### config.mk
export PLATFORM = sky130hd
export DESIGN_NAME = four_class_strict_priority_queue_top
export DESIGN_NICKNAME = d
export VERILOG_FILES = /design/src/rtl/fcspq_pkg.sv /design/src/rtl/fcspq_ctrl.sv /design/src/rtl/fcspq_dp.sv /design/src/rtl/four_class_strict_priority_queue_top.sv
export SDC_FILE = /design/constraint.sdc
export NUM_CORES = 2
export LEC_CHECK = 0
export CAP_MARGIN = 10
export CELL_PAD_IN_SITES_DETAIL_PLACEMENT = 0
export CELL_PAD_IN_SITES_GLOBAL_PLACEMENT = 1
export CORE_ASPECT_RATIO = 1.75
export CORE_MARGIN = 5
export CORE_UTILIZATION = 57
export CTS_BUF_LIST = sky130_fd_sc_hd__clkbuf_8
export CTS_CLUSTER_SIZE = 16
export DETAILED_ROUTE_END_ITERATION = 7
export DONT_BUFFER_PORTS = 1
export GPL_ROUTABILITY_DRIVEN = 0
export HOLD_SLACK_MARGIN = 0.06
export PLACE_DENSITY_LB_ADDON = 0.1
export SLEW_MARGIN = 20
export SYNTH_ARGS = -nofsm -noshare
export SYNTH_HDL_FRONTEND = slang
export SYNTH_SLANG_ARGS = --single-unit
### constraint.sdc
create_clock -name clk -period 7 [get_ports clk]
set_clock_uncertainty 0.05 [all_clocks]
set_input_delay 0.7 -clock clk [delete_from_list [all_inputs] [get_ports clk]]
set_output_delay 0.7 -clock clk [all_outputs]
set_load 0.05 [all_outputs]
### src/rtl/fcspq_pkg.sv
`timescale 1ns / 1ps

package fcspq_pkg;

	localparam int DEFAULT_QUEUE_DEPTH = 16;
	localparam int NUM_CLASSES = 4;

	localparam logic [7:0] CODE_V = 8'd86;
	localparam logic [7:0] CODE_A = 8'd65;
	localparam logic [7:0] CODE_D = 8'd68;
	localparam logic [7:0] CODE_B = 8'd66;

	localparam logic [1:0] CLASS_V = 2'd0;
	localparam logic [1:0] CLASS_A = 2'd1;
	localparam logic [1:0] CLASS_D = 2'd2;
	localparam logic [1:0] CLASS_B = 2'd3;

	localparam logic [10:0] MIN_PER_HOUR = 11'd60;
	localparam logic [4:0] MAX_HOUR = 5'd23;
	localparam logic [5:0] MAX_MINUTE = 6'd59;

	localparam logic OP_ARRIVE = 1'b0;
	localparam logic OP_SERVE = 1'b1;

	localparam logic [2:0] ST_OK = 3'd0;
	localparam logic [2:0] ST_BAD_TIME = 3'd1;
	localparam logic [2:0] ST_BAD_CLASS = 3'd2;
	localparam logic [2:0] ST_FULL = 3'd3;
	localparam logic [2:0] ST_EMPTY = 3'd4;

	localparam logic [15:0] SAT16 = 16'hFFFF;
	localparam logic [6:0] PEAK_MAX = 7'd127;

	// stored entry: ticket and arrival minutes
	typedef struct packed {
		logic [15:0] ticket;
		logic [10:0] arrival;
	} entry_t;

	// commands from the controller to the datapath
	typedef struct packed {
		logic load;
		logic exec;
		logic finish;
	} cmd_t;

	// bit 2 flags a known code, bits 1:0 give the class index
	function automatic logic [2:0] class_of(input logic [7:0] code);
		logic [2:0] r;
		case (code)
			CODE_V: r = {1'b1, CLASS_V};
			CODE_A: r = {1'b1, CLASS_A};
			CODE_D: r = {1'b1, CLASS_D};
			CODE_B: r = {1'b1, CLASS_B};
			default: r = 3'b000;
		endcase
		return r;
	endfunction

endpackage

### src/rtl/fcspq_ctrl.sv
`timescale 1ns / 1ps

module fcspq_ctrl (
	input  logic             clk,
	input  logic             arst_n,
	input  logic             start,
	output logic             busy,
	output fcspq_pkg::cmd_t  cmd
);

	localparam logic [1:0] S_IDLE = 2'd0;
	localparam logic [1:0] S_EXEC = 2'd1;
	localparam logic [1:0] S_FIN  = 2'd2;

	logic [1:0] state_q;
	logic [1:0] state_d;

	always_comb begin
		state_d = state_q;
		case (state_q)
			S_IDLE: begin
				if (start) state_d = S_EXEC;
			end
			S_EXEC: state_d = S_FIN;
			S_FIN:  state_d = S_IDLE;
			default: state_d = S_IDLE;
		endcase
	end

	always_ff @(posedge clk or negedge arst_n) begin
		if (!arst_n) begin
			state_q <= S_IDLE;
		end else begin
			state_q <= state_d;
		end
	end

	assign busy = (state_q != S_IDLE);
	assign cmd = '{
		load:   start && (state_q == S_IDLE),
		exec:   (state_q == S_EXEC),
		finish: (state_q == S_FIN)
	};

endmodule

### src/rtl/fcspq_dp.sv
`timescale 1ns / 1ps

module fcspq_dp #(
	parameter int QUEUE_DEPTH = fcspq_pkg::DEFAULT_QUEUE_DEPTH
) (
	input  logic                   clk,
	input  logic                   arst_n,
	input  fcspq_pkg::cmd_t        cmd,
	input  logic                   operation,
	input  logic [15:0]            ticket,
	input  logic [7:0]             class_code,
	input  logic [4:0]             hour,
	input  logic [5:0]             minute,
	output logic                   done,
	output logic [2:0]             status,
	output logic [15:0]            served_ticket,
	output logic [1:0]             served_class,
	output logic [10:0]            arrival_minutes,
	output logic signed [11:0]     wait_minutes,
	output logic [15:0]            served_total,
	output logic [6:0]             peak_occupancy,
	output logic [10:0]            max_wait,
	output logic [15:0]            served_class_v,
	output logic [15:0]            served_class_a,
	output logic [15:0]            served_class_d,
	output logic [15:0]            served_class_b
);

	localparam int NC = fcspq_pkg::NUM_CLASSES;
	localparam int IW = $clog2(QUEUE_DEPTH);
	localparam int CW = $clog2(QUEUE_DEPTH + 1);
	localparam int SW = CW + 1;
	localparam int TW = CW + 2;
	localparam int AW = IW + 2;
	localparam int MEM_DEPTH = NC << IW;

	// latched item
	logic        op_q;
	logic [15:0] ticket_q;
	logic [7:0]  code_q;
	logic [4:0]  hour_q;
	logic [5:0]  minute_q;

	// queue state
	logic [IW-1:0] head_q [NC];
	logic [CW-1:0] count_q [NC];
	logic [15:0]   cls_cnt_q [NC];
	logic [15:0]   total_q;
	logic [6:0]    peak_q;
	logic [10:0]   longest_q;

	// between execute and finish
	logic [2:0]  st_q;
	logic [1:0]  sel_q;
	logic        served_q;
	logic [10:0] now_q;
	fcspq_pkg::entry_t rd_q;

	fcspq_pkg::entry_t mem [MEM_DEPTH];

	logic          time_bad;
	logic [2:0]    dec;
	logic          any;
	logic [1:0]    pick;
	logic [1:0]    sel;
	logic [2:0]    st_d;
	logic          push;
	logic          pop;
	logic [SW-1:0] pos_sum;
	logic [IW-1:0] pos;
	logic [AW-1:0] waddr;
	logic [AW-1:0] raddr;
	logic [IW-1:0] head_nx;
	logic [TW-1:0] occ;
	logic [6:0]    occ_sat;
	logic [10:0]   now_d;
	logic signed [11:0] wait_d;

	always_comb begin
		time_bad = (hour_q > fcspq_pkg::MAX_HOUR) || (minute_q > fcspq_pkg::MAX_MINUTE);
		now_d = 11'(hour_q) * fcspq_pkg::MIN_PER_HOUR + 11'(minute_q);
		dec = fcspq_pkg::class_of(code_q);

		// most urgent nonempty queue wins
		any = 1'b0;
		pick = fcspq_pkg::CLASS_V;
		for (int k = NC - 1; k >= 0; k--) begin
			if (count_q[k] != '0) begin
				any = 1'b1;
				pick = 2'(k);
			end
		end

		sel = (op_q == fcspq_pkg::OP_SERVE) ? pick : dec[1:0];
		st_d = fcspq_pkg::ST_OK;
		push = 1'b0;
		pop = 1'b0;
		if (time_bad) begin
			st_d = fcspq_pkg::ST_BAD_TIME;
		end else if (op_q == fcspq_pkg::OP_ARRIVE) begin
			if (!dec[2]) begin
				st_d = fcspq_pkg::ST_BAD_CLASS;
			end else if (count_q[sel] == CW'(QUEUE_DEPTH)) begin
				st_d = fcspq_pkg::ST_FULL;
			end else begin
				push = 1'b1;
			end
		end else begin
			if (!any) begin
				st_d = fcspq_pkg::ST_EMPTY;
			end else begin
				pop = 1'b1;
			end
		end

		pos_sum = SW'(head_q[sel]) + SW'(count_q[sel]);
		pos = (pos_sum >= SW'(QUEUE_DEPTH)) ? IW'(pos_sum - SW'(QUEUE_DEPTH))
			: pos_sum[IW-1:0];
		waddr = {sel, pos};
		raddr = {sel, head_q[sel]};
		head_nx = (head_q[sel] == IW'(QUEUE_DEPTH - 1)) ? '0 : head_q[sel] + 1'b1;

		// total waiting after this arrival
		occ = TW'(count_q[0]) + TW'(count_q[1]) + TW'(count_q[2]) + TW'(count_q[3])
			+ TW'(1);
		occ_sat = (occ > TW'(fcspq_pkg::PEAK_MAX)) ? fcspq_pkg::PEAK_MAX : occ[6:0];

		wait_d = $signed({1'b0, now_q}) - $signed({1'b0, rd_q.arrival});
	end

	always_ff @(posedge clk) begin
		if (cmd.load) begin
			op_q <= operation;
			ticket_q <= ticket;
			code_q <= class_code;
			hour_q <= hour;
			minute_q <= minute;
		end
		if (cmd.exec) begin
			st_q <= st_d;
			sel_q <= sel;
			served_q <= pop;
			now_q <= now_d;
			if (push) mem[waddr] <= '{ticket: ticket_q, arrival: now_d};
			if (pop) rd_q <= mem[raddr];
		end
		if (cmd.finish) begin
			status <= st_q;
			if (served_q) begin
				served_ticket <= rd_q.ticket;
				served_class <= sel_q;
				arrival_minutes <= rd_q.arrival;
				wait_minutes <= wait_d;
			end else begin
				served_ticket <= '0;
				served_class <= '0;
				arrival_minutes <= '0;
				wait_minutes <= '0;
			end
		end
	end

	always_ff @(posedge clk or negedge arst_n) begin
		if (!arst_n) begin
			for (int k = 0; k < NC; k++) begin
				head_q[k] <= '0;
				count_q[k] <= '0;
				cls_cnt_q[k] <= '0;
			end
			total_q <= '0;
			peak_q <= '0;
			longest_q <= '0;
			done <= 1'b0;
		end else begin
			done <= cmd.finish;
			if (cmd.exec && push) begin
				count_q[sel] <= count_q[sel] + 1'b1;
				if (occ_sat > peak_q) peak_q <= occ_sat;
			end
			if (cmd.exec && pop) begin
				count_q[sel] <= count_q[sel] - 1'b1;
				head_q[sel] <= head_nx;
			end
			if (cmd.finish && served_q) begin
				if (cls_cnt_q[sel_q] != fcspq_pkg::SAT16)
					cls_cnt_q[sel_q] <= cls_cnt_q[sel_q] + 1'b1;
				if (total_q != fcspq_pkg::SAT16) total_q <= total_q + 1'b1;
				if (!wait_d[11] && (wait_d[10:0] > longest_q)) longest_q <= wait_d[10:0];
			end
		end
	end

	assign served_total = total_q;
	assign peak_occupancy = peak_q;
	assign max_wait = longest_q;
	assign served_class_v = cls_cnt_q[fcspq_pkg::CLASS_V];
	assign served_class_a = cls_cnt_q[fcspq_pkg::CLASS_A];
	assign served_class_d = cls_cnt_q[fcspq_pkg::CLASS_D];
	assign served_class_b = cls_cnt_q[fcspq_pkg::CLASS_B];

endmodule

### src/rtl/four_class_strict_priority_queue_top.sv
`timescale 1ns / 1ps
// four-class strict priority queue
// command channel: an item (operation, ticket, class_code, hour, minute) is
// taken at a clock edge with start high and busy low. operation 0 files an
// arrival in the queue of its class, operation 1 serves the head of the most
// urgent nonempty queue (V, then A, D, B).
// result channel: done is high for one cycle while status and the served
// fields are shown; the statistics ports (served_total, peak_occupancy,
// max_wait, served_class_*) hold their values between items.
// sequence: the item passes the execute state, then the finish state, at
// whose end done rises; the result is taken at the edge after that. busy
// stays high through both states, so a new item is taken only once the last
// is through. the steps are set by the entry memory: execute decides and
// reads or writes it, finish forms the result from the registered read data.
// reset clears all queues and counters at once; memory contents are not
// cleared since only filed entries are ever read. the receiver has no way to
// stall a result: it must take done when it comes.
module four_class_strict_priority_queue_top #(
	parameter int QUEUE_DEPTH = fcspq_pkg::DEFAULT_QUEUE_DEPTH
) (
	input  logic               clk,
	input  logic               arst_n,
	input  logic               start,
	output logic               busy,
	input  logic               operation,
	input  logic [15:0]        ticket,
	input  logic [7:0]         class_code,
	input  logic [4:0]         hour,
	input  logic [5:0]         minute,
	output logic               done,
	output logic [2:0]         status,
	output logic [15:0]        served_ticket,
	output logic [1:0]         served_class,
	output logic [10:0]        arrival_minutes,
	output logic signed [11:0] wait_minutes,
	output logic [15:0]        served_total,
	output logic [6:0]         peak_occupancy,
	output logic [10:0]        max_wait,
	output logic [15:0]        served_class_v,
	output logic [15:0]        served_class_a,
	output logic [15:0]        served_class_d,
	output logic [15:0]        served_class_b
);

	fcspq_pkg::cmd_t cmd;

	fcspq_ctrl u_ctrl (
		.clk    (clk),
		.arst_n (arst_n),
		.start  (start),
		.busy   (busy),
		.cmd    (cmd)
	);

	fcspq_dp #(
		.QUEUE_DEPTH (QUEUE_DEPTH)
	) u_dp (
		.clk             (clk),
		.arst_n          (arst_n),
		.cmd             (cmd),
		.operation       (operation),
		.ticket          (ticket),
		.class_code      (class_code),
		.hour            (hour),
		.minute          (minute),
		.done            (done),
		.status          (status),
		.served_ticket   (served_ticket),
		.served_class    (served_class),
		.arrival_minutes (arrival_minutes),
		.wait_minutes    (wait_minutes),
		.served_total    (served_total),
		.peak_occupancy  (peak_occupancy),
		.max_wait        (max_wait),
		.served_class_v  (served_class_v),
		.served_class_a  (served_class_a),
		.served_class_d  (served_class_d),
		.served_class_b  (served_class_b)
	);

endmodule
# Word level (Yosys, flattened, before mapping)
# Memories as Yosys holds them, arrays and structs flattened. A register that Yosys moved wholly into a read port is not among the register bits.
# Index checks and enable logic that the tools add are counted.
# classes
addsub,13
n_mul,1
n_div,0
order_cmp,10
eq_ne,11
shift,0
muxes,50
n_bitwise,2
n_reduce_logical,20
# ops
op,count
$bwmux 64,1
$mux 16,3
$bwmux 20,2
$mux 20,2
$add 16x1->16 const B,2
$bmux 16 s2,1
$demux 16 s2,1
$eq 8x7->1 const B,4
$ne 16x16->1 const B,2
$mux 4,5
$reduce_bool 5->1,4
$bwmux 16,1
$mux 5,3
$add 7x5->7,2
$mux 1,14
$mux 2,7
$pmux 3 s4,1
$sub 11x11->12,1
$add 11x6->11,1
$gt 11x11->1,1
$bmux 5 s2,1
$demux 5 s2,1
$reduce_and 2->1,5
$mul 5x4->9 const B,1
30 further kinds,41
# totals
ff_bits,234
latch_bits,0
ramBits,1728
mem_bits_ro,0
in_bits,39
output_inout_bits,144
elab_cells,139
n_memories,1
# memory_table
memory,words,width,rd,rd_ports_with_merged_regs,write_ports,line,source
u_dp.mem,64,27,1,1,1,fcspq_dp.sv:59,fcspq_pkg::entry_t mem [MEM_DEPTH];

# Logic depth before layout (Yosys ltp)
# depth
word_depth,19
mapped_depth,22
depth_no_buf,21

# Cells and area by module
# A second synthesis with hierarchy kept.
# unflattened
hier_cells,5623
area_unflattened_um2,80805.0
# modules_own_cells
module,n_inst,cells_each,area_each_um2,seq_area_each_um2
fcspq_dp,1,5614,80707.4,58991.6
fcspq_ctrl,1,9,97.6,50.0

# Least setup slack after synthesis
# OpenSTA, ideal clock, no wires.
# synth_timing
path_type,register -> register
from,register with a tool-made name
to,memory u_dp.mem[15][0] in the netlist's numbering (enable)
setup_time_ns,0.411
arrival_time_ns,5.610
required_time_ns,6.539
path_slack_ns,0.929
path_stages_with_launch,20
path_buffers,5
synth_period_minus_slack_ns,6.071
cell_sequence,dfrtp_1 -> or4_1 -> or3b_4 -> nor3b_1 -> o21ai_1 -> nand3_4 -> nand2_4 -> inv_2 -> buf_6 -> buf_4 -> buf_4 -> buf_2 -> buf_2 -> ha_1 -> inv_1 -> fa_1 -> xor2_1 -> nor2_1 -> nand3_1 -> nor2_1
# synth_rtl
item,line
"end, declared",fcspq_dp.sv:59

# Worst setup path in the final report
# layout_timing
from,register u_dp.code_q[5]
to,memory u_dp.mem[55][8] in the netlist's numbering (enable)
# layout_between
elab_chain_cells,15
elab_cells_between_ends,25
classes_between,2 x add/sub; 1 x order compare; 5 x eq/ne; 16 x mux; 1 x bitwise
# layout_rtl
item,line,source
"start, declared",fcspq_dp.sv:40,logic [7:0] code_q;
"start signal, assigned",fcspq_dp.sv:135,code_q <= class_code;
$eq 8x7->1,fcspq_pkg.sv:50,case (code)
$pmux 3 s4 (*),fcspq_pkg.sv:50,
"parallel branches: the longest is 13 deep, another holds $add 4x5->6",n/a,
# Every way passes the cells marked *. The select of a mux whose other input is x is not followed.

==> flow_summary.toml <==
[logic_synthesis]
ys_warn_count = 0
syn_inst = 4798
synth_area_per_cell_sq_um = 16.6
synth_seq_cells = 1989
netlist_area_sq_um = 79800
yosysSeqAreaShare_pct = 74.0
synth_nets = 4921
synth-edff-count = 1852
synth_async_sr_flop_share_pct = 6.89
synth_cell_types = 73
synthFlopType = "edfxtp_1"

[critical_path]
cp_max_fo = 29
arrival_ns = 6.90
end_kind = "flop"
critPathLaunchType = "flop"
cp.required_ns = 7.55
crit_type = "reg2reg"
ff2ff_setup_slack_ns = 0.64

[global_routing]
grt_antenna_before_repair = 23
grt-ovfl-total = 0
grt_pass1_wl_um = 325000
track_usage_pct = 30.6
grt_pass1_vias = 46723
grt_max_degree = 138

[floorplan]
initial_utilization_pct = 57.4
die_h_um = 505
die_x_um = 293
die_area_sq_um = 148000
fp.coreArea_sq_um = 139000
rows = 181
ioPinCount = 183

[place]
port_buffers = 0
place_ws_ns = 0.264
dpl_cell_area_sq_um = 83400
dp_hpwl_um = 137000
place_inst = 6557

[clock_tree]
root_buffer = "clkbuf_8"
clockBufferDepth = 4
numCtsBuffers = 297
htreeDepth = 5
cts_tree = "built"
cts.sinks = 1989
clk_pin_slew_ns = 0.06
clk_latency_ns = 0.98

[sta]
rsz0062_at_grt = "no"
fin_setup_tns_ns = 0
finalCritPeriodShare_pct = 90.8
final-hold-violation-count = 0
clock.fmax_mhz = 157
max_slew.worst_pin.slew_ns = 1.25
relSlewSlack_pct = 15.9
holdWs_ns = 0.252
setup_slack_ns = 0.645
period_minus_slack_ns = 6.36
setup_violations = 0
finalMaxSlewViolations = 0

[power]
ir_drop_mv = 1.03
power.total_mw = 33.0
power_per_cell_area_nw_per_um2 = 370
leakagePower_nw = 30.4

[drt]
routedWlPerCell_um = 32.1
drc = 0
via_per_inst = 6.48
wirelength_um = 229000
drt_iter0_markers = 4466
ant_nets = 0
via_count = 46169
first_pass_iters = 8

[cells_and_area]
instances_no_fill = 7124
fin_util_pct = 64.2
num-fill-cells = 10028
drive_gt1_share_pct = 17.4
syn2layout_area_growth_pct = 11.9
finalNetCount = 5188
fin_area_sq_um = 89300

[hold_path]
hp-class = "in2async"

[job]
maxCapViolations = 0

[run_status]
outcome = "completed"
worst paths after layout:
check,startpoint,to,cells past startpoint
worst min register to register,u_dp.st_q[2],u_dp.status[2],0
worst min-delay path,arst_n,u_dp.peak_occupancy[5],2
max in group asynchronous,arst_n,u_dp.max_wait[10],2
worst max register to register,u_dp.code_q[5],u_dp.mem[55][8],15
worst max-delay path,u_dp.code_q[5],u_dp.mem[55][8],15
min in group clk,ticket[3],u_dp.ticket_q[3],1
routing by layer:
layer  part of all wire [%]  track usage, %
met1                     34            36.5
met2                     51            52.1
met3                    8.6            6.53
met4                    6.1            16.6
met5                  0.040               0
power by group:
part	leakage, nW	switching [mW]	internal [mW]
logic	8.87	6.56	2.98
registers	18.6	0.508	14.2
clock network	3.01	4.32	4.43
total	30.4	11.4	21.6
cells by family after synthesis:
group / Yosys count / share of synthesized area (%)
multiplexers: 582 / 9.93
buffers and inverters: 349 / 1.87
flip-flops: 1989 / 74.0
AND/OR/NAND/NOR: 1018 / 5.95
adder cells (fa/ha/maj): 84 / 1.47
XOR/XNOR: 66 / 0.724
AO/OA/AOI/OAI: 710 / 6.06
cell type report:
| cell class | instances | area (sq um) | share of cell area (%) |
|---|---|---|---|
| flip-flops and latches | 1989 | 59000 | 66.1 |
| multi-input cells | 2460 | 20000 | 22.4 |
| clock buffers | 310 | 4270 | 4.78 |
| well taps | 1830 | 2290 | 2.57 |
| repair buffers | 231 | 2170 | 2.44 |
| clock inverters | 192 | 1050 | 1.18 |
| inverters | 86 | 338 | 0.378 |
| diodes | 26 | 65.1 | 0.0729 |
cell usage after synthesis (all sizes together) (85+ instances only):
cell type / n / area, sq um
o22ai: 94 / 588
dfrtp: 137 / 3430
nor3: 116 / 581
a21oi: 199 / 996
edfxtp: 1852 / 55600
nor2: 124 / 465
clkbuf: 149 / 559
nand3: 92 / 478
nand2: 454 / 1710
mux4: 159 / 3580
o221ai: 133 / 1160
buf: 114 / 613
mux2i: 345 / 3460
inv: 85 / 319
sequential cells by signal (all words and copies together) (netlist names), 3 cells and up, named ones only:
| name | flops |
|---|---|
| u_dp.arrival_minutes | 11 |
| u_dp.served_class_a | 16 |
| u_dp.max_wait | 11 |
| u_dp.peak_occupancy | 7 |
| u_dp.count_q | 16 |
| u_dp.ticket_q | 16 |
| u_dp.code_q | 8 |
| u_dp.served_class_d | 16 |
| u_dp.wait_minutes | 12 |
| u_dp.served_class_b | 16 |
| u_dp.now_q | 11 |
| u_dp.served_class_v | 16 |
| u_dp.head_q | 16 |
| u_dp.rd_q | 27 |
| u_dp.minute_q | 6 |
| u_dp.served_ticket | 16 |
| u_dp.status | 3 |
| u_dp.st_q | 3 |
| u_dp.served_total | 16 |
| u_dp.hour_q | 5 |
| u_dp.mem | 1728 |
timing repair:
item,in CTS,in global routing
hold endpoints to repair,174,0
hold buffers,39,0
setup endpoints to repair,0,27
resized for setup,0,1
buffers inserted,0,0
critical path: stages (launching register included):
cell and delay [ns]:
edfxtp_1 0.37, or4b_1 0.58, nor4_1 0.67, a31oi_2 0.26, inv_1 0.48, nand3_1 0.24, nand2_2 0.24, inv_8 0.12
ha_1 0.30, a21o_1 0.19, a21oi_1 0.16, xnor2_1 0.17, xnor2_2 0.58, nand2_1 0.62, nor2_4 0.57, buf_4 0.35
cells in the final DEF (no fill, tap or decap), types with 133 or more instances in the layout:
cell type	netlist	layout
clkbuf_8	0	310
edfxtp_1	1852	1852
a21oi_1	199	199
inv_1	82	157
nand2_1	453	450
buf_4	17	166
mux4_2	159	159
dfrtp_1	137	137
o221ai_1	133	133
mux2i_1	343	343
Power figures use the tool's default switching activity.
